**src/design/rac_pkg.sv**
```systemverilog
`default_nettype none

package rac_pkg;

    // reorder window and field widths
    localparam int WINDOW     = 64;
    localparam int POS_W      = $clog2(WINDOW);
    localparam int KIND_W     = 3;
    localparam int INDEX_W    = 32;
    localparam int BYTES_W    = 40;
    localparam int STATUS_W   = 3;
    localparam int COUNT_W    = 7;
    localparam int MAKERS_W   = 32;
    localparam int OWED_W     = 48;
    localparam int CFG_IDX_W  = 8;
    localparam int CFG_DATA_W = 48;

    localparam logic [BYTES_W-1:0] MIN_CHARGE = BYTES_W'(64'd16777216);

    localparam logic [COUNT_W-1:0] DEPTH_LIMIT_RESET = COUNT_W'(4);

    // configuration register indexes
    localparam logic [CFG_IDX_W-1:0] CFG_DEPTH_LIMIT = CFG_IDX_W'(0);
    localparam logic [CFG_IDX_W-1:0] CFG_BYTE_BUDGET = CFG_IDX_W'(1);

    typedef enum logic [KIND_W-1:0] {
        KIND_RESERVE = 3'd0,
        KIND_PUSH    = 3'd1,
        KIND_DONE    = 3'd2,
        KIND_CLAIM   = 3'd3,
        KIND_SETTLE  = 3'd4
    } kind_t;

    typedef enum logic [STATUS_W-1:0] {
        STAT_OK        = 3'd0,
        STAT_REFUSED   = 3'd1,
        STAT_WAIT      = 3'd2,
        STAT_EXHAUSTED = 3'd3,
        STAT_BAD_INDEX = 3'd4,
        STAT_HELD_BACK = 3'd5
    } status_t;

    typedef enum logic [2:0] {
        S_IDLE,
        S_EXEC,
        S_RELEASE,
        S_READ,
        S_FINISH
    } state_t;

    // controller to datapath
    typedef struct packed {
        logic load;
        logic exec;
        logic rel_step;
        logic capture;
        logic out_load;
    } dp_cmd_t;

    // datapath to controller
    typedef struct packed {
        logic push_ok;
        logic claim_hit;
        logic release_hit;
        logic out_free;
    } dp_stat_t;

endpackage

`default_nettype wire

```
**src/design/rac_ifs.sv**
```systemverilog
`default_nettype none

interface rac_req_if;
    import rac_pkg::*;

    logic                 valid;
    logic                 ready;
    logic [KIND_W-1:0]    kind;
    logic [INDEX_W-1:0]   seq_num;
    logic [BYTES_W-1:0]   byte_count;

    modport source (output valid, output kind, output seq_num, output byte_count,
                    input ready);
    modport sink   (input valid, input kind, input seq_num, input byte_count,
                    output ready);
endinterface

interface rac_rsp_if;
    import rac_pkg::*;

    logic                 valid;
    logic                 ready;
    logic [STATUS_W-1:0]  status;
    logic [INDEX_W-1:0]   claimed_index;
    logic [BYTES_W-1:0]   claimed_charge;
    logic [COUNT_W-1:0]   released_count;

    modport source (output valid, output status, output claimed_index,
                    output claimed_charge, output released_count, input ready);
    modport sink   (input valid, input status, input claimed_index,
                    input claimed_charge, input released_count, output ready);
endinterface

interface rac_cfg_if;
    import rac_pkg::*;

    logic                   valid;
    logic                   ready;
    logic [CFG_IDX_W-1:0]   index;
    logic [CFG_DATA_W-1:0]  data;

    modport source (output valid, output index, output data, input ready);
    modport sink   (input valid, input index, input data, output ready);
endinterface

`default_nettype wire

```
**src/design/rac_ram.sv**
```systemverilog
`default_nettype none

module rac_ram #(
    parameter int WIDTH = 8,
    parameter int DEPTH = 16
) (
    input  wire logic                     clk,
    input  wire logic                     wr_en,
    input  wire logic [$clog2(DEPTH)-1:0] wr_addr,
    input  wire logic [WIDTH-1:0]         wr_data,
    input  wire logic                     rd_en,
    input  wire logic [$clog2(DEPTH)-1:0] rd_addr,
    output logic      [WIDTH-1:0]         rd_data
);

    logic [WIDTH-1:0] mem [DEPTH];

    always_ff @(posedge clk)
    begin
        if (wr_en)
        begin
            mem[wr_addr] <= wr_data;
        end
        if (rd_en)
        begin
            rd_data <= mem[rd_addr];
        end
    end

endmodule

`default_nettype wire

```
**src/design/rac_dp.sv**
```systemverilog
`default_nettype none

module rac_dp (
    input  wire logic                               clk,
    input  wire logic                               rst_n,
    input  wire rac_pkg::dp_cmd_t                   cmd,
    output rac_pkg::dp_stat_t                       stat,
    input  wire logic                               cfg_we,
    input  wire logic [rac_pkg::CFG_IDX_W-1:0]      cfg_index,
    input  wire logic [rac_pkg::CFG_DATA_W-1:0]     cfg_data,
    input  wire logic [rac_pkg::KIND_W-1:0]         in_kind,
    input  wire logic [rac_pkg::INDEX_W-1:0]        in_index,
    input  wire logic [rac_pkg::BYTES_W-1:0]        in_bytes,
    input  wire logic                               out_ready,
    output logic                                    out_valid,
    output logic [rac_pkg::STATUS_W-1:0]            out_status,
    output logic [rac_pkg::INDEX_W-1:0]             out_index,
    output logic [rac_pkg::BYTES_W-1:0]             out_charge,
    output logic [rac_pkg::COUNT_W-1:0]             out_released
);
    import rac_pkg::*;

    // configuration
    logic [COUNT_W-1:0]  depth_limit_reg, depth_limit_next;
    logic [OWED_W-1:0]   byte_budget_reg, byte_budget_next;

    // controller state
    logic [INDEX_W-1:0]  next_release_reg, next_release_next;
    logic [INDEX_W-1:0]  ready_head_reg, ready_head_next;
    logic [COUNT_W-1:0]  active_slots_reg, active_slots_next;
    logic [MAKERS_W-1:0] active_makers_reg, active_makers_next;
    logic [COUNT_W-1:0]  held_count_reg, held_count_next;
    logic [OWED_W-1:0]   owed_bytes_reg, owed_bytes_next;
    logic                stream_done_reg, stream_done_next;
    logic [WINDOW-1:0]   slot_valid_reg, slot_valid_next;

    // item and result
    logic [KIND_W-1:0]   kind_reg;
    logic [INDEX_W-1:0]  index_reg;
    logic [BYTES_W-1:0]  bytes_reg;
    status_t             res_status_reg, res_status_next;
    logic [INDEX_W-1:0]  res_index_reg, res_index_next;
    logic [BYTES_W-1:0]  res_charge_reg, res_charge_next;
    logic [COUNT_W-1:0]  res_released_reg, res_released_next;

    // output register
    logic                out_valid_reg, out_valid_next;
    logic [STATUS_W-1:0] out_status_reg;
    logic [INDEX_W-1:0]  out_index_reg;
    logic [BYTES_W-1:0]  out_charge_reg;
    logic [COUNT_W-1:0]  out_released_reg;

    logic [POS_W-1:0]    item_pos;
    logic [POS_W-1:0]    rel_pos;
    logic [POS_W-1:0]    head_pos;
    logic                push_bad;
    logic                ready_nonempty;
    logic [BYTES_W-1:0]  charge;
    logic [OWED_W:0]     owed_sum;
    logic [OWED_W-1:0]   owed_add;
    logic [OWED_W-1:0]   owed_sub;
    logic [COUNT_W-1:0]  depth_eff;
    logic                ram_wr_en;
    logic                ram_rd_en;
    logic [BYTES_W-1:0]  ram_rd_data;

    assign item_pos = index_reg[POS_W-1:0];
    assign rel_pos  = next_release_reg[POS_W-1:0];
    assign head_pos = ready_head_reg[POS_W-1:0];

    assign push_bad = (index_reg < next_release_reg)
                   || ((index_reg - ready_head_reg) >= INDEX_W'(WINDOW))
                   || slot_valid_reg[item_pos];
    assign ready_nonempty = (ready_head_reg != next_release_reg);

    assign charge   = (bytes_reg > MIN_CHARGE) ? bytes_reg : MIN_CHARGE;
    assign owed_sum = {1'b0, owed_bytes_reg} + (OWED_W+1)'(charge);
    assign owed_add = owed_sum[OWED_W] ? '1 : owed_sum[OWED_W-1:0];
    assign owed_sub = (owed_bytes_reg >= OWED_W'(bytes_reg))
                    ? owed_bytes_reg - OWED_W'(bytes_reg) : '0;
    assign depth_eff = (owed_bytes_reg >= byte_budget_reg) ? COUNT_W'(1) : depth_limit_reg;

    assign stat.push_ok     = (kind_reg == KIND_PUSH) && !push_bad;
    assign stat.claim_hit   = (kind_reg == KIND_CLAIM) && ready_nonempty;
    assign stat.release_hit = slot_valid_reg[rel_pos];
    assign stat.out_free    = !out_valid_reg || out_ready;

    assign ram_wr_en = cmd.exec && stat.push_ok;
    assign ram_rd_en = cmd.exec && stat.claim_hit;

    rac_ram #(
        .WIDTH (BYTES_W),
        .DEPTH (WINDOW)
    ) u_charge_ram (
        .clk     (clk),
        .wr_en   (ram_wr_en),
        .wr_addr (item_pos),
        .wr_data (charge),
        .rd_en   (ram_rd_en),
        .rd_addr (head_pos),
        .rd_data (ram_rd_data)
    );

    always_comb
    begin
        depth_limit_next   = depth_limit_reg;
        byte_budget_next   = byte_budget_reg;
        next_release_next  = next_release_reg;
        ready_head_next    = ready_head_reg;
        active_slots_next  = active_slots_reg;
        active_makers_next = active_makers_reg;
        held_count_next    = held_count_reg;
        owed_bytes_next    = owed_bytes_reg;
        stream_done_next   = stream_done_reg;
        slot_valid_next    = slot_valid_reg;
        res_status_next    = res_status_reg;
        res_index_next     = res_index_reg;
        res_charge_next    = res_charge_reg;
        res_released_next  = res_released_reg;

        if (cfg_we)
        begin
            case (cfg_index)
                CFG_DEPTH_LIMIT: depth_limit_next = cfg_data[COUNT_W-1:0];
                CFG_BYTE_BUDGET: byte_budget_next = cfg_data[OWED_W-1:0];
                default: ;
            endcase
        end

        if (cmd.exec)
        begin
            res_status_next   = STAT_OK;
            res_index_next    = '0;
            res_charge_next   = '0;
            res_released_next = '0;
            case (kind_reg)
                KIND_RESERVE:
                begin
                    if (stream_done_reg || (active_slots_reg >= depth_eff))
                    begin
                        res_status_next = STAT_REFUSED;
                    end
                    else
                    begin
                        active_slots_next  = active_slots_reg + COUNT_W'(1);
                        active_makers_next = active_makers_reg + MAKERS_W'(1);
                    end
                end
                KIND_PUSH:
                begin
                    if (push_bad)
                    begin
                        res_status_next = STAT_BAD_INDEX;
                    end
                    else
                    begin
                        owed_bytes_next = owed_add;
                        if (active_makers_reg != '0)
                        begin
                            active_makers_next = active_makers_reg - MAKERS_W'(1);
                        end
                        slot_valid_next[item_pos] = 1'b1;
                        held_count_next = held_count_reg + COUNT_W'(1);
                    end
                end
                KIND_DONE:
                begin
                    stream_done_next = 1'b1;
                    if (active_slots_reg != '0)
                    begin
                        active_slots_next = active_slots_reg - COUNT_W'(1);
                    end
                    if (active_makers_reg != '0)
                    begin
                        active_makers_next = active_makers_reg - MAKERS_W'(1);
                    end
                end
                KIND_CLAIM:
                begin
                    if (ready_nonempty)
                    begin
                        res_index_next  = ready_head_reg;
                        ready_head_next = ready_head_reg + INDEX_W'(1);
                        if (active_slots_reg != '0)
                        begin
                            active_slots_next = active_slots_reg - COUNT_W'(1);
                        end
                    end
                    else if (stream_done_reg && (active_makers_reg == '0))
                    begin
                        res_status_next = (held_count_reg != '0) ? STAT_HELD_BACK
                                                                 : STAT_EXHAUSTED;
                    end
                    else
                    begin
                        res_status_next = STAT_WAIT;
                    end
                end
                KIND_SETTLE:
                begin
                    owed_bytes_next = owed_sub;
                end
                default:
                begin
                    res_status_next = STAT_REFUSED;
                end
            endcase
        end

        if (cmd.rel_step)
        begin
            slot_valid_next[rel_pos] = 1'b0;
            if (held_count_reg != '0)
            begin
                held_count_next = held_count_reg - COUNT_W'(1);
            end
            next_release_next = next_release_reg + INDEX_W'(1);
            res_released_next = res_released_reg + COUNT_W'(1);
        end

        if (cmd.capture)
        begin
            res_charge_next = ram_rd_data;
        end
    end

    always_comb
    begin
        out_valid_next = out_valid_reg;
        if (cmd.out_load)
        begin
            out_valid_next = 1'b1;
        end
        else if (out_ready)
        begin
            out_valid_next = 1'b0;
        end
    end

    always_ff @(posedge clk or negedge rst_n)
    begin
        if (!rst_n)
        begin
            depth_limit_reg   <= DEPTH_LIMIT_RESET;
            byte_budget_reg   <= '1;
            next_release_reg  <= '0;
            ready_head_reg    <= '0;
            active_slots_reg  <= '0;
            active_makers_reg <= '0;
            held_count_reg    <= '0;
            owed_bytes_reg    <= '0;
            stream_done_reg   <= 1'b0;
            slot_valid_reg    <= '0;
            out_valid_reg     <= 1'b0;
        end
        else
        begin
            depth_limit_reg   <= depth_limit_next;
            byte_budget_reg   <= byte_budget_next;
            next_release_reg  <= next_release_next;
            ready_head_reg    <= ready_head_next;
            active_slots_reg  <= active_slots_next;
            active_makers_reg <= active_makers_next;
            held_count_reg    <= held_count_next;
            owed_bytes_reg    <= owed_bytes_next;
            stream_done_reg   <= stream_done_next;
            slot_valid_reg    <= slot_valid_next;
            out_valid_reg     <= out_valid_next;
        end
    end

    always_ff @(posedge clk)
    begin
        if (cmd.load)
        begin
            kind_reg  <= in_kind;
            index_reg <= in_index;
            bytes_reg <= in_bytes;
        end
        res_status_reg   <= res_status_next;
        res_index_reg    <= res_index_next;
        res_charge_reg   <= res_charge_next;
        res_released_reg <= res_released_next;
        if (cmd.out_load)
        begin
            out_status_reg   <= res_status_reg;
            out_index_reg    <= res_index_reg;
            out_charge_reg   <= res_charge_reg;
            out_released_reg <= res_released_reg;
        end
    end

    assign out_valid    = out_valid_reg;
    assign out_status   = out_status_reg;
    assign out_index    = out_index_reg;
    assign out_charge   = out_charge_reg;
    assign out_released = out_released_reg;

    // held count tracks the held flags exactly
    a_held_count: assert property (@(posedge clk) disable iff (!rst_n)
        $countones(slot_valid_reg) == int'(held_count_reg))
        else $error("held count out of step with held flags");

    // released but unclaimed jobs never span more than the window
    a_ready_span: assert property (@(posedge clk) disable iff (!rst_n)
        (next_release_reg - ready_head_reg) <= INDEX_W'(WINDOW))
        else $error("ready span exceeds window");

    // a result is only loaded when the output register can take it
    a_out_load: assert property (@(posedge clk) disable iff (!rst_n)
        cmd.out_load |-> (!out_valid_reg || out_ready))
        else $error("result overwrote a pending beat");

endmodule

`default_nettype wire

```
**src/design/rac_ctrl.sv**
```systemverilog
`default_nettype none

module rac_ctrl (
    input  wire logic              clk,
    input  wire logic              rst_n,
    input  wire logic              req_valid,
    output logic                   req_ready,
    input  wire rac_pkg::dp_stat_t stat,
    output rac_pkg::dp_cmd_t       cmd
);
    import rac_pkg::*;

    state_t state_reg, state_next;

    always_ff @(posedge clk or negedge rst_n)
    begin
        if (!rst_n)
        begin
            state_reg <= S_IDLE;
        end
        else
        begin
            state_reg <= state_next;
        end
    end

    always_comb
    begin
        state_next = state_reg;
        req_ready  = 1'b0;
        cmd        = '0;
        case (state_reg)
            S_IDLE:
            begin
                req_ready = 1'b1;
                if (req_valid)
                begin
                    cmd.load   = 1'b1;
                    state_next = S_EXEC;
                end
            end
            S_EXEC:
            begin
                cmd.exec = 1'b1;
                if (stat.push_ok)
                begin
                    state_next = S_RELEASE;
                end
                else if (stat.claim_hit)
                begin
                    state_next = S_READ;
                end
                else
                begin
                    state_next = S_FINISH;
                end
            end
            S_RELEASE:
            begin
                if (stat.release_hit)
                begin
                    cmd.rel_step = 1'b1;
                end
                else
                begin
                    state_next = S_FINISH;
                end
            end
            S_READ:
            begin
                cmd.capture = 1'b1;
                state_next  = S_FINISH;
            end
            S_FINISH:
            begin
                if (stat.out_free)
                begin
                    cmd.out_load = 1'b1;
                    state_next   = S_IDLE;
                end
            end
            default:
            begin
                state_next = S_IDLE;
            end
        endcase
    end

endmodule

`default_nettype wire

```
**src/design/read_ahead_reorder_credit_ctrl.sv**
```systemverilog
// channel   role    payload
// req       sink    kind, seq_num, byte_count
// rsp       source  status, claimed_index, claimed_charge, released_count
// cfg       sink    index, data (register write, always ready)
//
// one item at a time, each taken in the idle state and executed: reserve, done, settle,
// unknown kinds, a claim with nothing ready and a refused push go on to the finish state,
// a claim that hits first passes a read state for the registered charge memory read,
// an accepted push the release walk first, which steps the window once a cycle
// the output register holds a finished beat so the next item is taken while it waits
// rsp stalls only hold the controller in its finish state; reset clears all flags at once
`default_nettype none

module read_ahead_reorder_credit_ctrl (
    input wire logic   clk,
    input wire logic   rst_n,
    rac_req_if.sink    req,
    rac_rsp_if.source  rsp,
    rac_cfg_if.sink    cfg
);
    import rac_pkg::*;

    dp_cmd_t  cmd;
    dp_stat_t stat;
    logic     cfg_we;

    // config writes land straight in the datapath registers
    assign cfg.ready = 1'b1;
    assign cfg_we    = cfg.valid && cfg.ready;

    // controller: sequences load, execute, release walk, charge read, hand-off
    rac_ctrl u_ctrl (
        .clk       (clk),
        .rst_n     (rst_n),
        .req_valid (req.valid),
        .req_ready (req.ready),
        .stat      (stat),
        .cmd       (cmd)
    );

    // datapath: counters, held flags, charge memory, result and output registers
    rac_dp u_dp (
        .clk          (clk),
        .rst_n        (rst_n),
        .cmd          (cmd),
        .stat         (stat),
        .cfg_we       (cfg_we),
        .cfg_index    (cfg.index),
        .cfg_data     (cfg.data),
        .in_kind      (req.kind),
        .in_index     (req.seq_num),
        .in_bytes     (req.byte_count),
        .out_ready    (rsp.ready),
        .out_valid    (rsp.valid),
        .out_status   (rsp.status),
        .out_index    (rsp.claimed_index),
        .out_charge   (rsp.claimed_charge),
        .out_released (rsp.released_count)
    );

endmodule

`default_nettype wire
```
**src/flat_wrapper.sv**
```systemverilog
// flat-port wrapper written by rule: the top's interface ports become plain ports
module read_ahead_reorder_credit_ctrl_flat import rac_pkg::*;
  (clk, rst_n, req_valid, req_kind, req_seq_num, req_byte_count, req_ready, rsp_valid, rsp_status, rsp_claimed_index, rsp_claimed_charge, rsp_released_count, rsp_ready, cfg_valid, cfg_index, cfg_data, cfg_ready);
  rac_req_if req_i ();
  rac_rsp_if rsp_i ();
  rac_cfg_if cfg_i ();
  input wire logic clk;
  input wire logic rst_n;
  input wire logic [$bits(req_i.valid)-1:0] req_valid;
  input wire logic [$bits(req_i.kind)-1:0] req_kind;
  input wire logic [$bits(req_i.seq_num)-1:0] req_seq_num;
  input wire logic [$bits(req_i.byte_count)-1:0] req_byte_count;
  output wire logic [$bits(req_i.ready)-1:0] req_ready;
  output wire logic [$bits(rsp_i.valid)-1:0] rsp_valid;
  output wire logic [$bits(rsp_i.status)-1:0] rsp_status;
  output wire logic [$bits(rsp_i.claimed_index)-1:0] rsp_claimed_index;
  output wire logic [$bits(rsp_i.claimed_charge)-1:0] rsp_claimed_charge;
  output wire logic [$bits(rsp_i.released_count)-1:0] rsp_released_count;
  input wire logic [$bits(rsp_i.ready)-1:0] rsp_ready;
  input wire logic [$bits(cfg_i.valid)-1:0] cfg_valid;
  input wire logic [$bits(cfg_i.index)-1:0] cfg_index;
  input wire logic [$bits(cfg_i.data)-1:0] cfg_data;
  output wire logic [$bits(cfg_i.ready)-1:0] cfg_ready;
  assign req_i.valid = req_valid;
  assign req_i.kind = req_kind;
  assign req_i.seq_num = req_seq_num;
  assign req_i.byte_count = req_byte_count;
  assign req_ready = req_i.ready;
  assign rsp_valid = rsp_i.valid;
  assign rsp_status = rsp_i.status;
  assign rsp_claimed_index = rsp_i.claimed_index;
  assign rsp_claimed_charge = rsp_i.claimed_charge;
  assign rsp_released_count = rsp_i.released_count;
  assign rsp_i.ready = rsp_ready;
  assign cfg_i.valid = cfg_valid;
  assign cfg_i.index = cfg_index;
  assign cfg_i.data = cfg_data;
  assign cfg_ready = cfg_i.ready;
  read_ahead_reorder_credit_ctrl u_core (.clk(clk), .rst_n(rst_n), .req(req_i), .rsp(rsp_i), .cfg(cfg_i));
endmodule
```
**config.mk**
```make
export PLATFORM = sky130hd
export DESIGN_NAME = read_ahead_reorder_credit_ctrl_flat
export DESIGN_NICKNAME = d
export VERILOG_FILES = /design/src/design/rac_pkg.sv /design/src/design/rac_ifs.sv /design/src/design/rac_ram.sv /design/src/design/rac_dp.sv /design/src/design/rac_ctrl.sv /design/src/design/read_ahead_reorder_credit_ctrl.sv /design/src/flat_wrapper.sv
export SDC_FILE = /design/constraint.sdc
export NUM_CORES = 2
export LEC_CHECK = 0
export BUFFER_PORTS_ARGS = -buffer_cell sky130_fd_sc_hd__clkbuf_2
export CAP_MARGIN = 20
export CORE_MARGIN = 3
export CORE_UTILIZATION = 63
export DETAILED_ROUTE_END_ITERATION = 7
export PLACE_DENSITY = 0.8
export SLEW_MARGIN = 5
export SYNTH_ARGS = -nofsm -noshare
export SYNTH_HDL_FRONTEND = slang
export SYNTH_SLANG_ARGS = --single-unit
```
**constraint.sdc**
```tcl
create_clock -name clk -period 10.1 [get_ports clk]
set_input_delay 2.02 -clock clk [delete_from_list [all_inputs] [get_ports clk]]
set_output_delay 2.02 -clock clk [all_outputs]
set_load 0.02 [all_outputs]
```
==> flow_summary.yaml <==
route:
  drc: 5
  drt-initial-drc-count: 12340
  first_pass_iters: 8
  wirelength_um: 396200
  vias_per_cell: 7.371
  ant_nets: 0
  post_drt_wl_per_cell_um: 38.89
  vias: 75100
global_route:
  grt_max_degree: 154
  grt_pass1_vias: 74830
  grt_pass1_wl_um: 564000
  antenna_found_initial: 47
  grt_overflow: 0
  grtUsageTotal_pct: 38.14
setup_path:
  critPathArrivalTime_ps: 8340
  path_cells: "inv_1, ha_1, inv_1, fa_1, a21oi_1, o22ai_1, o31ai_1, o31ai_1, mux2_2, a2111oi_0, nand4_1, or4_1, or3_1, buf_4, or3_1, nor2_4, buf_4"
  critPathMaxStageDelay_ps: 1080
  required_ps: 10670
  cp-start-kind: "register"
  critPathKind: "register to register"
  cp_slowest_cell: "edfxtp_1"
  end_kind: "register"
  critPathMaxFanout: 28
synthesis:
  synth_top_family_by_area: "multiplexers"
  synth_mux_area_share_pct: 15.53
  syn-cell-area_um2: 129900
  synth_cell_type_count: 91
  yosys.area_share.simple_pct: 3.873
  yosysSeqAreaShare_pct: 71.08
  ys_warn_count: 0
  synth_xor_area_share_pct: 1.483
  synth-adder-area-share_pct: 2.369
  avgSynthCellArea_um2: 18.97
  synth_compound_area_share_pct: 4.062
  synthArstFlopShare_pct: 9.036
  syn_nets: 7230
  synth-main-ff-cell: "edfxtp_1"
  synth-seq-cells: 3121
  synthCells: 6851
  synth_edf_count: 2839
cells_and_area:
  largest_reg_flops: 2560
  num-fill-cells: 11510
  fin_nets: 7628
  fin_cells: 10190
  regArea_um2: 92390
  area_growth_pct: 11.61
  multi_input_area_um2: 36010
  drive_gt1_share_pct: 25.95
timing:
  fmax_ghz: 0.1286
  fin_crit_ps: 7774
  slew_violations: 0
  fin_skew_ps: 72.36
  setup_violations: 0
  worstMarginPinSlew_ps: 1256
  layout_worst_path_cycle_share_pct: 76.97
  relSlewSlack_pct: 15.64
  rsz0062_at_grt: "no"
  setup_slack_ps: 2326
  tns_ps: 0
  hold_viol_final: 0
status:
  status: "finished, violations left"
  violations: "DRC"
floorplan:
  die_height_um: 460.2
  std_cell_rows: 166
  start_util_pct: 63.45
  core_um2: 204800
  ios: 221
  die_x_um: 460.2
  die_area_um2: 211800
clock_tree:
  post_cts_resized: 0
  post_cts_buffers: 0
  cts_tree: "built"
  cts_hold_buf: 0
  cts_buffers: 318
  cts.sinks: 3121
  cts.clk_slew.worst_paths_ps: 60
  clk_path_buf_depth: 4
  clk_latency_ps: 950
  root_buffer: "clkbuf_16"
  cts_max_level: 5
power:
  peakVddDrop_uv: 184.0
  cellPowerDensity_nw_per_um2: 208.1
  power.leakage_uw: 0.04749
place:
  dp_hpwl_um: 217700
  io_buffers: 219
  post-place-ws_ps: 2357
  routabilityCongestion: 0.9889
  dp.cells: 9612
flow_run:
  maxCapViolations: 0
hold_path:
  hold_path_class: "register to register"
metrics by stage:
stage / total power (uW) / hold WS, ps / area [um2] / util, %
floorplan: 17640 / 400.3 / 130000 / -
global placement: 18600 / 401.4 / 135100 / 65.96
detailed placement: 18740 / 404.5 / 135100 / 65.98
CTS: 30120 / 416.2 / 144900 / 70.76
global route: 31050 / 420.7 / 145000 / 70.80
finish: 30190 / 413.3 / 145000 / 70.82
routing by layer:
metal  up-vias  track usage, %  routed length (um)
met5         -               0                 176
met4        28           23.18               30040
met3      1477           10.96               48710
met2      6641           58.50              185600
met1     38220           49.00              131700
li1      28730               -                   -
Yosys cell counts (all sizes together) (8+ instances only):
| master | count | share of area [%] |
|---|---|---|
| o22a | 37 | 0.25 |
| o21a | 17 | 0.098 |
| mux2 | 70 | 0.61 |
| xor2 | 60 | 0.40 |
| mux4 | 856 | 15 |
| a21boi | 9 | 0.052 |
| or4 | 9 | 0.052 |
| a221o | 12 | 0.092 |
| o211ai | 18 | 0.10 |
| nor4 | 53 | 0.27 |
| ha | 238 | 2.3 |
| nand2 | 252 | 0.73 |
| nand3b | 11 | 0.064 |
| o31a | 8 | 0.054 |
| nor3b | 9 | 0.056 |
| nor2b | 45 | 0.22 |
| nand4 | 63 | 0.30 |
| a22oi | 8 | 0.046 |
| and3 | 61 | 0.29 |
| o22ai | 8 | 0.039 |
| o21bai | 24 | 0.14 |
| edfxtp | 2839 | 66 |
| a2bb2oi | 26 | 0.18 |
| and2 | 72 | 0.35 |
| nor3 | 65 | 0.25 |
| a21o | 75 | 0.43 |
| xnor2 | 160 | 1.1 |
| mux2i | 11 | 0.085 |
| inv | 200 | 0.58 |
| or3 | 19 | 0.091 |
| buf | 72 | 0.25 |
| dfstp | 49 | 0.99 |
| a311oi | 9 | 0.065 |
| nand2b | 32 | 0.15 |
| a221oi | 15 | 0.10 |
| o31ai | 15 | 0.091 |
| a2111oi | 9 | 0.065 |
| o21ai | 178 | 0.69 |
| dfrtp | 233 | 4.5 |
| nor2 | 176 | 0.55 |
| nand3 | 84 | 0.32 |
| a21oi | 241 | 0.93 |
| a31oi | 21 | 0.10 |
| clkbuf | 265 | 0.77 |
| a211oi | 21 | 0.12 |
path summary, 6_finish.rpt:
kind | from | endpoint | slack (ps) | depth (start not counted)
worst max-delay path | u_core.u_dp.index_reg[0] | u_core.u_dp.u_charge_ram.mem[40][34] | 2330 | 17
worst min-delay path | u_core.u_dp.res_index_reg[17] | u_core.u_dp.out_index[17] | 410 | 0
worst max register to register | u_core.u_dp.index_reg[0] | u_core.u_dp.u_charge_ram.mem[40][34] | 2330 | 17
worst min register to register | u_core.u_dp.res_index_reg[17] | u_core.u_dp.out_index[17] | 410 | 0
max in group asynchronous | rst_n | u_core.u_dp.ready_head_reg[2] | 7320 | 2
min in group asynchronous | rst_n | u_core.u_dp.owed_bytes_reg[10] | 1080 | 1
cell usage in the layout, fill, tap and decap left out, types with 18 or more instances in the layout:
cell type,count
edfxtp_1,2839
mux4_2,856
clkbuf_16,324
nand2_1,251
a21oi_1,239
ha_1,238
dfrtp_1,228
clkbuf_2,219
inv_1,197
buf_4,188
o21ai_0,175
xnor2_1,160
nor2_1,134
clkbuf_1,84
nand3_1,83
a21o_1,75
mux2_2,69
nand4_1,63
nor3_1,63
and3_1,61
xor2_1,60
clkinv_1,49
dfstp_2,49
and2_1,48
nor2_4,41
o22a_1,37
nor4_1,36
nor2b_1,36
clkinv_2,35
nand2b_1,32
a2bb2oi_1,26
o21bai_1,24
a211oi_1,21
diode_2,20
a31oi_1,20
bufinv_16,20
or3_1,19
o211ai_1,18
and2_2,18
clkinvlp_4,18
kinds of logic (layout without fill, tap and decap cells):
kind of cell,count (synthesis),in the layout
flops,3121,3121
simple gates,978,978
mux,937,937
compound gates,810,810
buf+inv,541,1170
fa+ha+maj,243,243
xor+xnor,220,220
other cells,1,21
where the power goes:
part	internal, uW	switching (uW)	leakage (uW)	total, uW
Sequential	14600	333	0.0292	14900
Combinational	1380	2380	0.0135	3760
Clock	6500	5030	0.00473	11500
final cells by class:
cell class	instances	area share (%)
well taps	2688	2.319
diodes	20	0.03451
repair buffers	415	1.831
flip-flops and latches	3121	63.70
inverters	204	0.5349
clock inverters	130	0.8187
clock buffers	421	5.931
multi-input cells	3189	24.83
worst max-delay path, delay by kind of cell, from the launching register on:
| kind | cells | cell delay [ps] |
|---|---|---|
| and+or+nand+nor | 5 | 2900 |
| AOI/OAI and AO/OA | 5 | 1400 |
| buffers and inverters | 4 | 1100 |
| DFF | 1 | 1080 |
| adders and majority gates | 2 | 470 |
| muxes | 1 | 400 |
(Power assumes the default switching activity.)
